<file path="config.mk">
export PLATFORM = sky130hd
export DESIGN_NAME = fbpa_ctrl
export DESIGN_NICKNAME = d
export VERILOG_FILES = /design/src/rtl/fbpa_pkg.sv /design/src/rtl/fbpa_ctrl.sv
export SDC_FILE = /design/constraint.sdc
export NUM_CORES = 1
export LEC_CHECK = 0
export BUFFER_PORTS_ARGS = -buffer_cell sky130_fd_sc_hd__clkbuf_2
export CORE_AREA = 2 2 39 41
export CTS_CLUSTER_DIAMETER = 80
export CTS_CLUSTER_SIZE = 10
export DETAILED_ROUTE_END_ITERATION = 6
export DIE_AREA = 0 0 41 43
export HOLD_SLACK_MARGIN = 0.02
export PLACE_DENSITY_LB_ADDON = 0.3
export REMOVE_ABC_BUFFERS = 1
export SYNTH_ARGS = -nofsm -noshare
export SYNTH_HDL_FRONTEND = slang
export SYNTH_SLANG_ARGS = --single-unit
</file>
<file path="constraint.sdc">
create_clock -name clk -period 3.9 [get_ports clk]
set_input_delay 0.78 -clock clk [delete_from_list [all_inputs] [get_ports clk]]
set_output_delay 0.78 -clock clk [all_outputs]
set_load 0.01 [all_outputs]
</file>
<file path="src/rtl/fbpa_pkg.sv">
// Package with word types, codes and controller/datapath interface structs.
package fbpa_pkg;

    localparam int ADDR_W      = 48;
    localparam int LEN_W       = 32;
    localparam int SIZE_W      = 25;
    localparam int CNT_FIELD_W = 11;
    localparam int STATUS_W    = 4;
    localparam int CFG_IDX_W   = 2;

    localparam logic KIND_ALLOC = 1'b0;
    localparam logic KIND_FREE  = 1'b1;

    typedef enum logic [STATUS_W-1:0] {
        ST_ALLOC_OK   = 4'd0,
        ST_OVERSIZE   = 4'd1,
        ST_EMPTY      = 4'd2,
        ST_FREED      = 4'd3,
        ST_FOREIGN    = 4'd4,
        ST_NULL       = 4'd5,
        ST_MISALIGNED = 4'd6,
        ST_BAD_INDEX  = 4'd7,
        ST_OVERFREE   = 4'd8
    } status_t;

    typedef enum logic [CFG_IDX_W-1:0] {
        CFG_POOL_BASE   = 2'd0,
        CFG_BLOCK_SIZE  = 2'd1,
        CFG_BLOCK_COUNT = 2'd2
    } cfg_idx_t;

    typedef struct packed {
        logic                   kind;
        logic [LEN_W-1:0]       request_len;
        logic [ADDR_W-1:0]      free_addr;
    } req_t;

    typedef struct packed {
        logic [STATUS_W-1:0]    status;
        logic [ADDR_W-1:0]      block_addr;
        logic [CNT_FIELD_W-1:0] free_blocks;
    } rsp_t;

    // Commands from the controller to the datapath
    typedef struct packed {
        logic    capture;
        logic    eval;
        logic    mul_idx;
        logic    div_start;
        logic    div_step;
        logic    pop;
        logic    push;
        logic    result;
        status_t code;
    } dp_cmd_t;

    // Status from the datapath to the controller
    typedef struct packed {
        logic kind_free;
        logic oversize;
        logic empty;
        logic is_null;
        logic foreign;
        logic div_last;
        logic misaligned;
        logic bad_index;
        logic top_zero;
    } dp_flags_t;

endpackage

</file>
<file path="src/rtl/fbpa_ctrl.sv">
// Controller state machine sequencing allocate and free requests.
module fbpa_ctrl (
    input  logic                clk,
    input  logic                rst_n,
    input  logic                req_valid,
    output logic                req_stall,
    output logic                rsp_valid,
    input  logic                rsp_stall,
    output logic                cfg_ready,
    input  fbpa_pkg::dp_flags_t flags,
    output fbpa_pkg::dp_cmd_t   cmd
);

    import fbpa_pkg::*;

    typedef enum logic [2:0] {
        S_IDLE,
        S_EVAL,
        S_CLASS,
        S_ADDR,
        S_DIV,
        S_CHECK,
        S_OUT
    } state_t;

    state_t  state_reg, state_next;
    status_t code_reg, code_next;
    logic    rsp_valid_reg, rsp_valid_next;

    // Next state, result code and datapath commands
    always_comb
    begin
        state_next     = state_reg;
        code_next      = code_reg;
        rsp_valid_next = rsp_valid_reg && rsp_stall;
        cmd            = '0;
        cmd.code       = code_reg;
        case (state_reg)
            S_IDLE:
            begin
                if (req_valid)
                begin
                    cmd.capture = 1'b1;
                    state_next  = S_EVAL;
                end
            end
            S_EVAL:
            begin
                cmd.eval   = 1'b1;
                state_next = S_CLASS;
            end
            S_CLASS:
            begin
                if (flags.kind_free == KIND_ALLOC)
                begin
                    if (flags.oversize)
                    begin
                        code_next  = ST_OVERSIZE;
                        state_next = S_OUT;
                    end
                    else if (flags.empty)
                    begin
                        code_next  = ST_EMPTY;
                        state_next = S_OUT;
                    end
                    else
                    begin
                        cmd.mul_idx = 1'b1;
                        state_next  = S_ADDR;
                    end
                end
                else
                begin
                    if (flags.is_null)
                    begin
                        code_next  = ST_NULL;
                        state_next = S_OUT;
                    end
                    else if (flags.foreign)
                    begin
                        code_next  = ST_FOREIGN;
                        state_next = S_OUT;
                    end
                    else
                    begin
                        cmd.div_start = 1'b1;
                        state_next    = S_DIV;
                    end
                end
            end
            S_ADDR:
            begin
                cmd.pop    = 1'b1;
                code_next  = ST_ALLOC_OK;
                state_next = S_OUT;
            end
            S_DIV:
            begin
                cmd.div_step = 1'b1;
                if (flags.div_last)
                begin
                    state_next = S_CHECK;
                end
            end
            S_CHECK:
            begin
                if (flags.misaligned)
                begin
                    code_next = ST_MISALIGNED;
                end
                else if (flags.bad_index)
                begin
                    code_next = ST_BAD_INDEX;
                end
                else if (flags.top_zero)
                begin
                    code_next = ST_OVERFREE;
                end
                else
                begin
                    cmd.push  = 1'b1;
                    code_next = ST_FREED;
                end
                state_next = S_OUT;
            end
            S_OUT:
            begin
                // Load the output word once the previous one is gone
                if (!rsp_valid_reg || !rsp_stall)
                begin
                    cmd.result     = 1'b1;
                    rsp_valid_next = 1'b1;
                    state_next     = S_IDLE;
                end
            end
            default:
            begin
                state_next = S_IDLE;
            end
        endcase
    end

    // Hold state and registered outputs
    always_ff @(posedge clk or negedge rst_n)
    begin
        if (!rst_n)
        begin
            state_reg     <= S_IDLE;
            code_reg      <= ST_ALLOC_OK;
            rsp_valid_reg <= 1'b0;
        end
        else
        begin
            state_reg     <= state_next;
            code_reg      <= code_next;
            rsp_valid_reg <= rsp_valid_next;
        end
    end

    assign req_stall = (state_reg != S_IDLE);
    // Take config only with no request offered, in flight or waiting at the output
    assign cfg_ready = (state_reg == S_IDLE) && !rsp_valid_reg && !req_valid;
    assign rsp_valid = rsp_valid_reg;

endmodule

</file>
==> results.py, run 1 <==
metrics = {
    "timing": {
        "tightest_slew_ns": 0.474,
        "max_freq_mhz": 395,
        "finClkSkew_ns": 0.00594,
        "rsz0062_at_grt": "false",
        "hold_violations": 0,
        "timing.final.crit_period_ns": 2.53,
        "setup_violations": 0,
        "drv_slew": 0,
        "relSlewSlack_pct": 67.6,
        "fin_crit_sh_pct": 64.9,
        "tns_ns": 0,
    },
    "routing": {
        "via_count": 586,
        "drt-vias-per-instance": 5.48,
        "drtIter0Drc": 12,
        "wl_per_cell_um": 12.3,
        "routed_wl_um": 1320,
        "dr_wl_met2_um": 675,
        "drcViolationCount": 0,
        "dr.pass1.iters": 3,
        "wl_met3_um": 82,
        "m1WireLength_um": 556,
        "ant_nets": 0,
        "highest_layer": "met4",
    },
    "setup_path": {
        "worstRegToRegCells": 4,
        "rr_endpoint": "code_reg[2]$_DFFE_PN0P_",
        "slowest_delay_ns": 0.61,
        "critPathArrivalTime_ns": 1.75,
        "path_cells": "clkbuf_2 -> or4_1 -> nor2_1 -> clkbuf_2",
        "cpMostUsedCell": "clkbuf_2",
        "reg2reg_from": "state_reg[0]$_DFFE_PN0P_",
        "critPathTopFamily": "simple AND/OR/NAND/NOR gates",
        "cp_slowest_cell": "or4_1",
        "cp.required_ns": 3.12,
        "endpoint_kind": "primary output",
        "cp_num_buf_inv": 2,
        "crit_path_start_kind": "primary input",
        "ff2ff_setup_slack_ns": 2.18,
        "path_class": "in2out",
        "path_max_fanout": 4,
    },
    "hold_path": {
        "worst_hold_path_type": "in2async",
    },
    "floorplan": {
        "coreArea_um2": 1380,
        "die_h_um": 43,
        "start_util_pct": 38.1,
        "die_w_um": 41,
        "rows": 14,
        "die_area_um2": 1760,
        "io_pins": 28,
    },
    "synth": {
        "ys_ff_latch": 8,
        "synthCells": 64,
        "ys_seq_area_share_pct": 38.0,
        "syn_avg_cell_area_um2": 8.23,
        "post_synth_num_cell_types": 30,
        "syn_area_um2": 527,
        "synth_warnings": 0,
    },
    "cells_and_area": {
        "antenna_cells": 0,
        "multiInputGateArea_um2": 307,
        "num-fill-cells": 151,
        "drive_gt1_share_pct": 38.5,
        "seq_area_um2": 200,
        "largest_reg_flops": 4,
        "syn2layout_area_growth_pct": 31.4,
        "finalNetCount": 106,
        "design_area_um2": 692,
    },
    "pwr": {
        "leakagePower_nw": 0.342,
        "power_density_nw_per_um2": 736,
        "ir_worst_vdd_uv": 360,
    },
    "grt": {
        "antenna_found_initial": 0,
        "grtUsageTotal_pct": 17.7,
        "grt_pass1_vias": 516,
        "grt_start_max_net_pins": 14,
        "overflow": 0,
        "grt_pass1_wl_um": 2100,
    },
    "cts": {
        "cts.sinks": 8,
        "cts.clk_slew.worst_paths_ns": 0.06,
        "h-tree-depth": 1,
        "clockBufferDepth": 2,
        "clk_latency_ns": 0.25,
        "cts_resized": 0,
        "ctsHoldBuffers": 0,
        "cts_root_buf": "clkbuf_4",
        "numCtsBuffers": 3,
        "cts_tree": "built",
        "post-cts-setup-buffers": 0,
    },
    "placement": {
        "place_area_um2": 669,
        "place.gp.congestion": 0.803,
        "numPortBuffers": 27,
        "hpwlAfterDp_um": 1050,
    },
    "flow_run": {
        "maxCapViolCount": 0,
    },
    "outcome": {
        "status": "finished, final reports clean",
    },
}
[worst max path at each step]
stage	from	endpoint	slack (ns)	depth (start not counted)
floorplan	flags[7]	cmd[9]	1.54	2
global placement	flags[7]	cmd[9]	1.39	4
detailed placement	flags[7]	cmd[9]	1.38	4
CTS	flags[7]	cmd[9]	1.37	4
global route	state_reg[2]$_DFFE_PN0P_	cmd[5]	1.26	4
finish	flags[7]	cmd[9]	1.37	4
[final cells by class]
type                       count  share of cell area, %
multi-input combinational     51                   44.3
sequential                     8                   28.9
timing repair buffer          27                   19.5
clock buffer                   3                   3.25
tap                           16                   2.89
inverter                       2                   1.08
[Yosys cell counts]
library cell | n | area [µm²]
mux2i_1 | 1 | 10.0
buf_2 | 1 | 5.00
or2_1 | 1 | 6.26
nor3b_2 | 1 | 12.5
o221ai_1 | 1 | 8.76
or3b_4 | 1 | 11.3
nand3_1 | 1 | 5.00
nand2_1 | 8 | 30.0
nor2_1 | 9 | 33.8
or4_1 | 1 | 7.51
dfrtp_1 | 8 | 200
inv_1 | 1 | 3.75
nor4_1 | 1 | 6.26
and3_1 | 1 | 6.26
o21ai_0 | 5 | 25.0
a2111oi_0 | 1 | 8.76
nor2b_1 | 1 | 6.26
o2111ai_2 | 1 | 15.0
nand2_2 | 1 | 6.26
nand2b_1 | 1 | 6.26
clkbuf_1 | 2 | 7.51
mux2_4 | 1 | 15.0
nand3b_1 | 1 | 7.51
o221a_1 | 1 | 11.3
o21ai_1 | 1 | 5.00
a311oi_1 | 1 | 8.76
nor3_1 | 3 | 15.0
a21oi_1 | 6 | 30.0
a2bb2oi_1 | 1 | 8.76
clkinv_1 | 1 | 3.75
[per-layer routing]
metal,global-route usage (%),vias to the layer above
met5,0,-
met4,4.00,0
met3,6.28,2
met2,29.7,20
met1,20.5,273
li1,-,291
[layout by cell type (no fill, tap or decap), drive strengths merged, types with 3 or more instances in the layout]
| cell type | count |
|---|---|
| clkbuf | 30 |
| nor2 | 9 |
| nand2 | 9 |
| dfrtp | 8 |
| a21oi | 6 |
| o21ai | 6 |
| nor3 | 3 |
[through the flow]
stage / cells / power [mW] / setup WS, ns / hold slack (ns) / util [%]
3_5_place_dp: 104 / 0.450 / 1.38 / 0.508 / 48.4
4_1_cts: 107 / 0.518 / 1.37 / 0.369 / 50.0
6_report: 107 / 0.509 / 1.37 / 0.365 / 50.0
5_1_grt: 107 / 0.561 / 1.26 / 0.380 / 50.0
3_3_place_gp: 104 / 0.443 / 1.39 / 0.505 / 48.4
2_1_floorplan: 61 / 0.351 / 1.54 / 0.484 / -
[report_power, final]
part / switching [mW] / total (mW) / leakage [nW] / internal, mW
registers: 0.0634 / 0.186 / 0.0973 / 0.122
logic: 0.141 / 0.261 / 0.231 / 0.120
clock network: 0.0275 / 0.0626 / 0.0138 / 0.0352
total: 0.232 / 0.509 / 0.342 / 0.278
[kinds of logic (layout without fill, tap and decap cells)]
| logic type | Yosys count | in the layout | synth area share (%) |
|---|---|---|---|
| mux | 2 | 2 | 4.75 |
| buf+inv | 5 | 32 | 3.80 |
| simple gates | 31 | 31 | 30.4 |
| flops | 8 | 8 | 38.0 |
| compound gates | 18 | 18 | 23.0 |
Note: power is estimated with default switching activity, not from simulation.
==> run 2: changes to the inputs <==
==> constraint.sdc (replaced) <==
create_clock -name clk -period 2.4 [get_ports clk]
set_input_delay 0.48 -clock clk [delete_from_list [all_inputs] [get_ports clk]]
set_output_delay 0.48 -clock clk [all_outputs]
set_load 0.01 [all_outputs]
==> results.py, run 2 (synthesized netlist as in run 1, its figures left out) <==
metrics = {
    "cts": {
        "ctsHoldBuffers": 0,
        "cts.sinks": 8,
        "post-cts-setup-buffers": 0,
        "h-tree-depth": 1,
        "cts.clk_slew.worst_paths_ns": 0.05,
        "cts_root_buf": "clkbuf_4",
        "clk_latency_ns": 0.24,
        "cts_resized": 0,
        "clockBufferDepth": 2,
        "cts_tree": "built",
        "numCtsBuffers": 3,
    },
    "timing": {
        "finClkSkew_ns": 0.00490,
        "hold-worst-slack_ns": 0.0692,
        "fin_crit_sh_pct": 90.3,
        "tightest_slew_ns": 0.414,
        "drv_slew": 0,
        "tns_ns": 0,
        "timing.final.crit_period_ns": 2.17,
        "max_freq_mhz": 461,
        "relSlewSlack_pct": 71.7,
        "rsz0062_at_grt": "false",
        "setup_violations": 0,
        "hold_violations": 0,
    },
    "setup_path": {
        "slowest_delay_ns": 0.51,
        "path_max_fanout": 13,
        "crit_path_end": "cmd[5]",
        "reg2reg_from": "state_reg[0]$_DFFE_PN0P_",
        "critPathArrivalTime_ns": 1.69,
        "critPathTopFamily": "simple AND/OR/NAND/NOR gates",
        "crit_path_start_kind": "flip-flop",
        "ff2ff_setup_slack_ns": 0.67,
        "endpoint_kind": "primary output",
        "rr_endpoint": "code_reg[2]$_DFFE_PN0P_",
        "path_cells": "nand2b_1 -> or2_1 -> nor4_1 -> clkbuf_2",
        "crit_cells": 4,
        "path_class": "reg2out",
        "cp.required_ns": 1.92,
        "worstRegToRegCells": 4,
        "cp_num_buf_inv": 1,
        "cp_slowest_cell": "dfrtp_1",
        "crit_path_start": "state_reg[1]$_DFFE_PN0P_",
    },
    "outcome": {
        "status": "finished, final reports clean",
    },
    "cells_and_area": {
        "final_util_pct": 50.5,
        "finalNetCount": 107,
        "largest_reg_flops": 4,
        "num-fill-cells": 142,
        "final_cell_mix": "clkbuf_2, nor2_1, nand2_1, dfrtp_1, a21oi_1",
        "antenna_cells": 0,
        "final_common_cell": "clkbuf_2",
        "final_cells": 108,
        "drive_gt1_share_pct": 39.1,
        "syn2layout_area_growth_pct": 32.8,
    },
    "hold_path": {
        "worst_hold_path_type": "in2async",
    },
    "grt": {
        "grtUsageTotal_pct": 17.4,
        "grt_pass1_wl_um": 2110,
        "overflow": 0,
        "grt_start_max_net_pins": 14,
        "grt_pass1_vias": 548,
        "antenna_found_initial": 0,
    },
    "placement": {
        "numPortBuffers": 27,
        "dpl.cell_count": 105,
        "hpwlAfterDp_um": 1050,
        "place.gp.congestion": 0.798,
    },
    "routing": {
        "dr.pass1.iters": 4,
        "drtIter0Drc": 4,
        "via_count": 574,
        "ant_nets": 0,
        "drcViolationCount": 0,
        "drt-vias-per-instance": 5.31,
        "routed_wl_um": 1270,
        "wl_per_cell_um": 11.7,
    },
    "pwr": {
        "ir_worst_vdd_uv": 538,
        "pwr-share-clk_pct": 11.6,
        "leakagePower_nw": 0.347,
        "p_comb_share_pct": 52.4,
        "power_mw": 0.833,
        "power_density_nw_per_um2": 1190,
        "p_sw_mw": 0.371,
        "p_int_mw": 0.462,
        "seqPwrFrac_pct": 36.0,
        "p_sw_share_pct": 44.6,
    },
    "floorplan": {
        "die_h_um": 43,
        "die_w_um": 41,
        "rows": 14,
        "coreArea_um2": 1380,
        "io_pins": 28,
        "start_util_pct": 38.1,
        "die_area_um2": 1760,
    },
    "flow_run": {
        "maxCapViolCount": 0,
    },
}
[run 2: cell count changes in the layout (fill, tap and decap cells not counted), sizes merged]
cell / previous run / this run
buf: 0 / 1
[run 2: worst min path at each step]
stage	startpoint	end	depth (start not counted)
3_5_place_dp	rst_n	state_reg[1]$_DFFE_PN0P_	1
4_1_cts	rst_n	state_reg[2]$_DFFE_PN0P_	1
3_3_place_gp	rst_n	state_reg[0]$_DFFE_PN0P_	1
5_1_grt	rst_n	state_reg[2]$_DFFE_PN0P_	1
6_report	rst_n	state_reg[2]$_DFFE_PN0P_	1
2_1_floorplan	rst_n	code_reg[0]$_DFFE_PN0P_	0
[run 2: per-stage QoR]
stage               instance area [µm²]  setup slack, ns
floorplan                           514            0.623
global placement                    677            0.495
detailed placement                  677            0.457
CTS                                 699            0.222
global route                        699            0.118
finish                              699            0.232
[run 2: power by group through the flow]
| stage | combinational [mW] | clock [mW] | sequential, mW |
|---|---|---|---|
| after detailed placement | 0.442 | 0 | 0.299 |
| after global routing | 0.501 | 0.109 | 0.312 |
| after CTS | 0.443 | 0.102 | 0.298 |
| after global placement | 0.436 | 0 | 0.297 |
| final | 0.437 | 0.0963 | 0.300 |
| after floorplan | 0.277 | 0 | 0.294 |
[run 2: final cells by class]
class / instances / area (µm²) / area share [%]
Sequential cell: 8 / 200 / 28.6
Tap cell: 16 / 20.0 / 2.86
Multi-Input combinational cell: 51 / 307 / 43.8
Inverter: 2 / 7.51 / 1.07
Timing Repair Buffer: 28 / 143 / 20.4
Clock buffer: 3 / 22.5 / 3.22
[run 2: metal layers]
layer | track usage, % | vias to the layer above | share of wire [%]
met5 | 0 | - | 0
met4 | 0 | 0 | 0
met3 | 7.85 | 0 | 7.6
met2 | 31.3 | 20 | 51
met1 | 18.9 | 263 | 41
li1 | - | 291 | -
==> run 3: changes to the inputs <==
--- a/config.mk
+++ b/config.mk
@@ -13,7 +13,9 @@
 export DIE_AREA = 0 0 41 43
 export HOLD_SLACK_MARGIN = 0.02
 export PLACE_DENSITY_LB_ADDON = 0.3
+export RECOVER_POWER = 50
 export REMOVE_ABC_BUFFERS = 1
+export SETUP_SLACK_MARGIN = 0.1
 export SYNTH_ARGS = -nofsm -noshare
 export SYNTH_HDL_FRONTEND = slang
 export SYNTH_SLANG_ARGS = --single-unit
==> results.py, run 3 (synthesized netlist as in run 1, its figures left out) <==
metrics = {
    "outcome": {
        "status": "finished, final reports clean",
    },
    "timing": {
        "timing.final.crit_period_ns": 2.16,
        "rsz0062_at_grt": "false",
        "setup_violations": 0,
        "fin_crit_sh_pct": 90.0,
        "hold-worst-slack_ns": 0.137,
        "hold_violations": 0,
        "tightest_slew_ns": 0.414,
        "tns_ns": 0,
        "max_freq_mhz": 463,
        "drv_slew": 0,
        "relSlewSlack_pct": 71.7,
        "finClkSkew_ns": 0.00484,
    },
    "grt": {
        "overflow": 0,
        "grt_start_max_net_pins": 14,
        "grt_pass1_vias": 548,
        "grt_pass1_wl_um": 2110,
        "antenna_found_initial": 0,
        "grtUsageTotal_pct": 17.4,
    },
    "pwr": {
        "power_density_nw_per_um2": 1190,
        "leakagePower_nw": 0.328,
        "ir_worst_vdd_uv": 530,
    },
    "placement": {
        "hpwlAfterDp_um": 1050,
        "numPortBuffers": 27,
        "dpl.cell_count": 105,
        "place.gp.congestion": 0.798,
    },
    "cts": {
        "cts_root_buf": "clkbuf_4",
        "post-cts-setup-buffers": 0,
        "cts_tree": "built",
        "h-tree-depth": 1,
        "clk_latency_ns": 0.24,
        "cts.clk_slew.worst_paths_ns": 0.05,
        "ctsHoldBuffers": 0,
        "cts_resized": 0,
        "numCtsBuffers": 3,
        "clockBufferDepth": 2,
        "cts.sinks": 8,
    },
    "floorplan": {
        "coreArea_um2": 1380,
        "die_h_um": 43,
        "rows": 14,
        "die_area_um2": 1760,
        "start_util_pct": 38.1,
        "die_w_um": 41,
        "io_pins": 28,
    },
    "setup_path": {
        "path_cells": "nand2b_1 -> or2_1 -> nor4_1 -> clkbuf_2",
        "critPathArrivalTime_ns": 1.68,
        "crit_cells": 4,
        "critPathTopFamily": "simple AND/OR/NAND/NOR gates",
        "crit_path_start_kind": "flip-flop",
        "cp_num_buf_inv": 1,
        "path_max_fanout": 13,
        "path_class": "reg2out",
        "cp_slowest_cell": "dfrtp_1",
        "slowest_delay_ns": 0.51,
        "endpoint_kind": "primary output",
        "worstRegToRegCells": 4,
        "cp.required_ns": 1.92,
    },
    "routing": {
        "via_count": 574,
        "drt-vias-per-instance": 5.31,
        "drtIter0Drc": 4,
        "ant_nets": 0,
        "drcViolationCount": 0,
        "dr.pass1.iters": 3,
        "routed_wl_um": 1260,
        "wl_per_cell_um": 11.7,
    },
    "flow_run": {
        "maxCapViolCount": 0,
    },
    "hold_path": {
        "worst_hold_path_type": "in2async",
    },
    "cells_and_area": {
        "largest_reg_flops": 4,
        "final_cell_mix": "clkbuf_2, nor2_1, nand2_1, dfrtp_1",
        "num-fill-cells": 147,
        "finalNetCount": 107,
        "drive_gt1_share_pct": 31.5,
        "syn2layout_area_growth_pct": 30.9,
        "final_cells": 108,
        "final_common_cell": "clkbuf_2",
        "antenna_cells": 0,
    },
}
-- run 3: changes by cell type in the layout (fill, tap and decap cells not counted) --
cell | previous run | this run
clkbuf_1 | 0 | 6
clkbuf_2 | 27 | 21
or3b_1 | 0 | 1
or3b_4 | 1 | 0
-- run 3: final timing paths --
check / end / slack, ns / start
min in group clk: code_reg[1]$_DFFE_PN0P_ / 0.48 / flags[0]
max in group asynchronous: code_reg[2]$_DFFE_PN0P_ / 1.97 / rst_n
max reg2reg: code_reg[2]$_DFFE_PN0P_ / 0.68 / state_reg[0]$_DFFE_PN0P_
min: state_reg[2]$_DFFE_PN0P_ / 0.14 / rst_n
min reg2reg: code_reg[2]$_DFFE_PN0P_ / 0.52 / code_reg[2]$_DFFE_PN0P_
max: cmd[5] / 0.24 / state_reg[1]$_DFFE_PN0P_
-- run 3: report_power, final --
| group | total, mW | switching (mW) | leakage, nW | internal (mW) |
|---|---|---|---|---|
| logic | 0.427 | 0.231 | 0.217 | 0.196 |
| clock network | 0.0963 | 0.0395 | 0.0138 | 0.0568 |
| registers | 0.299 | 0.101 | 0.0973 | 0.199 |
-- run 3: per-layer routing --
metal | wire length [µm] | track usage (%) | vias up
li1 | - | - | 291
met1 | 516 | 18.9 | 263
met2 | 649 | 31.3 | 20
met3 | 95 | 7.85 | 0
met4 | 0 | 0 | 0
met5 | 0 | 0 | -
-- run 3: cell type report --
cell class / count / area, µm² / share of cell area [%]
repair buffers: 28 / 135 / 19.6
inverters: 2 / 7.51 / 1.09
multi-input cells: 51 / 304 / 44.1
flip-flops and latches: 8 / 200 / 29.0
well taps: 16 / 20.0 / 2.90
clock buffers: 3 / 22.5 / 3.27
-- run 3: per-stage QoR --
| stage | power, mW | cell area (µm²) | setup slack [ns] | util [%] |
|---|---|---|---|---|
| 6_report | 0.823 | 689 | 0.239 | 49.8 |
| 3_3_place_gp | 0.733 | 677 | 0.495 | 48.9 |
| 5_1_grt | 0.911 | 689 | 0.118 | 49.8 |
| 2_1_floorplan | 0.571 | 514 | 0.623 | - |
| 4_1_cts | 0.843 | 699 | 0.222 | 50.5 |
| 3_5_place_dp | 0.741 | 677 | 0.457 | 48.9 |
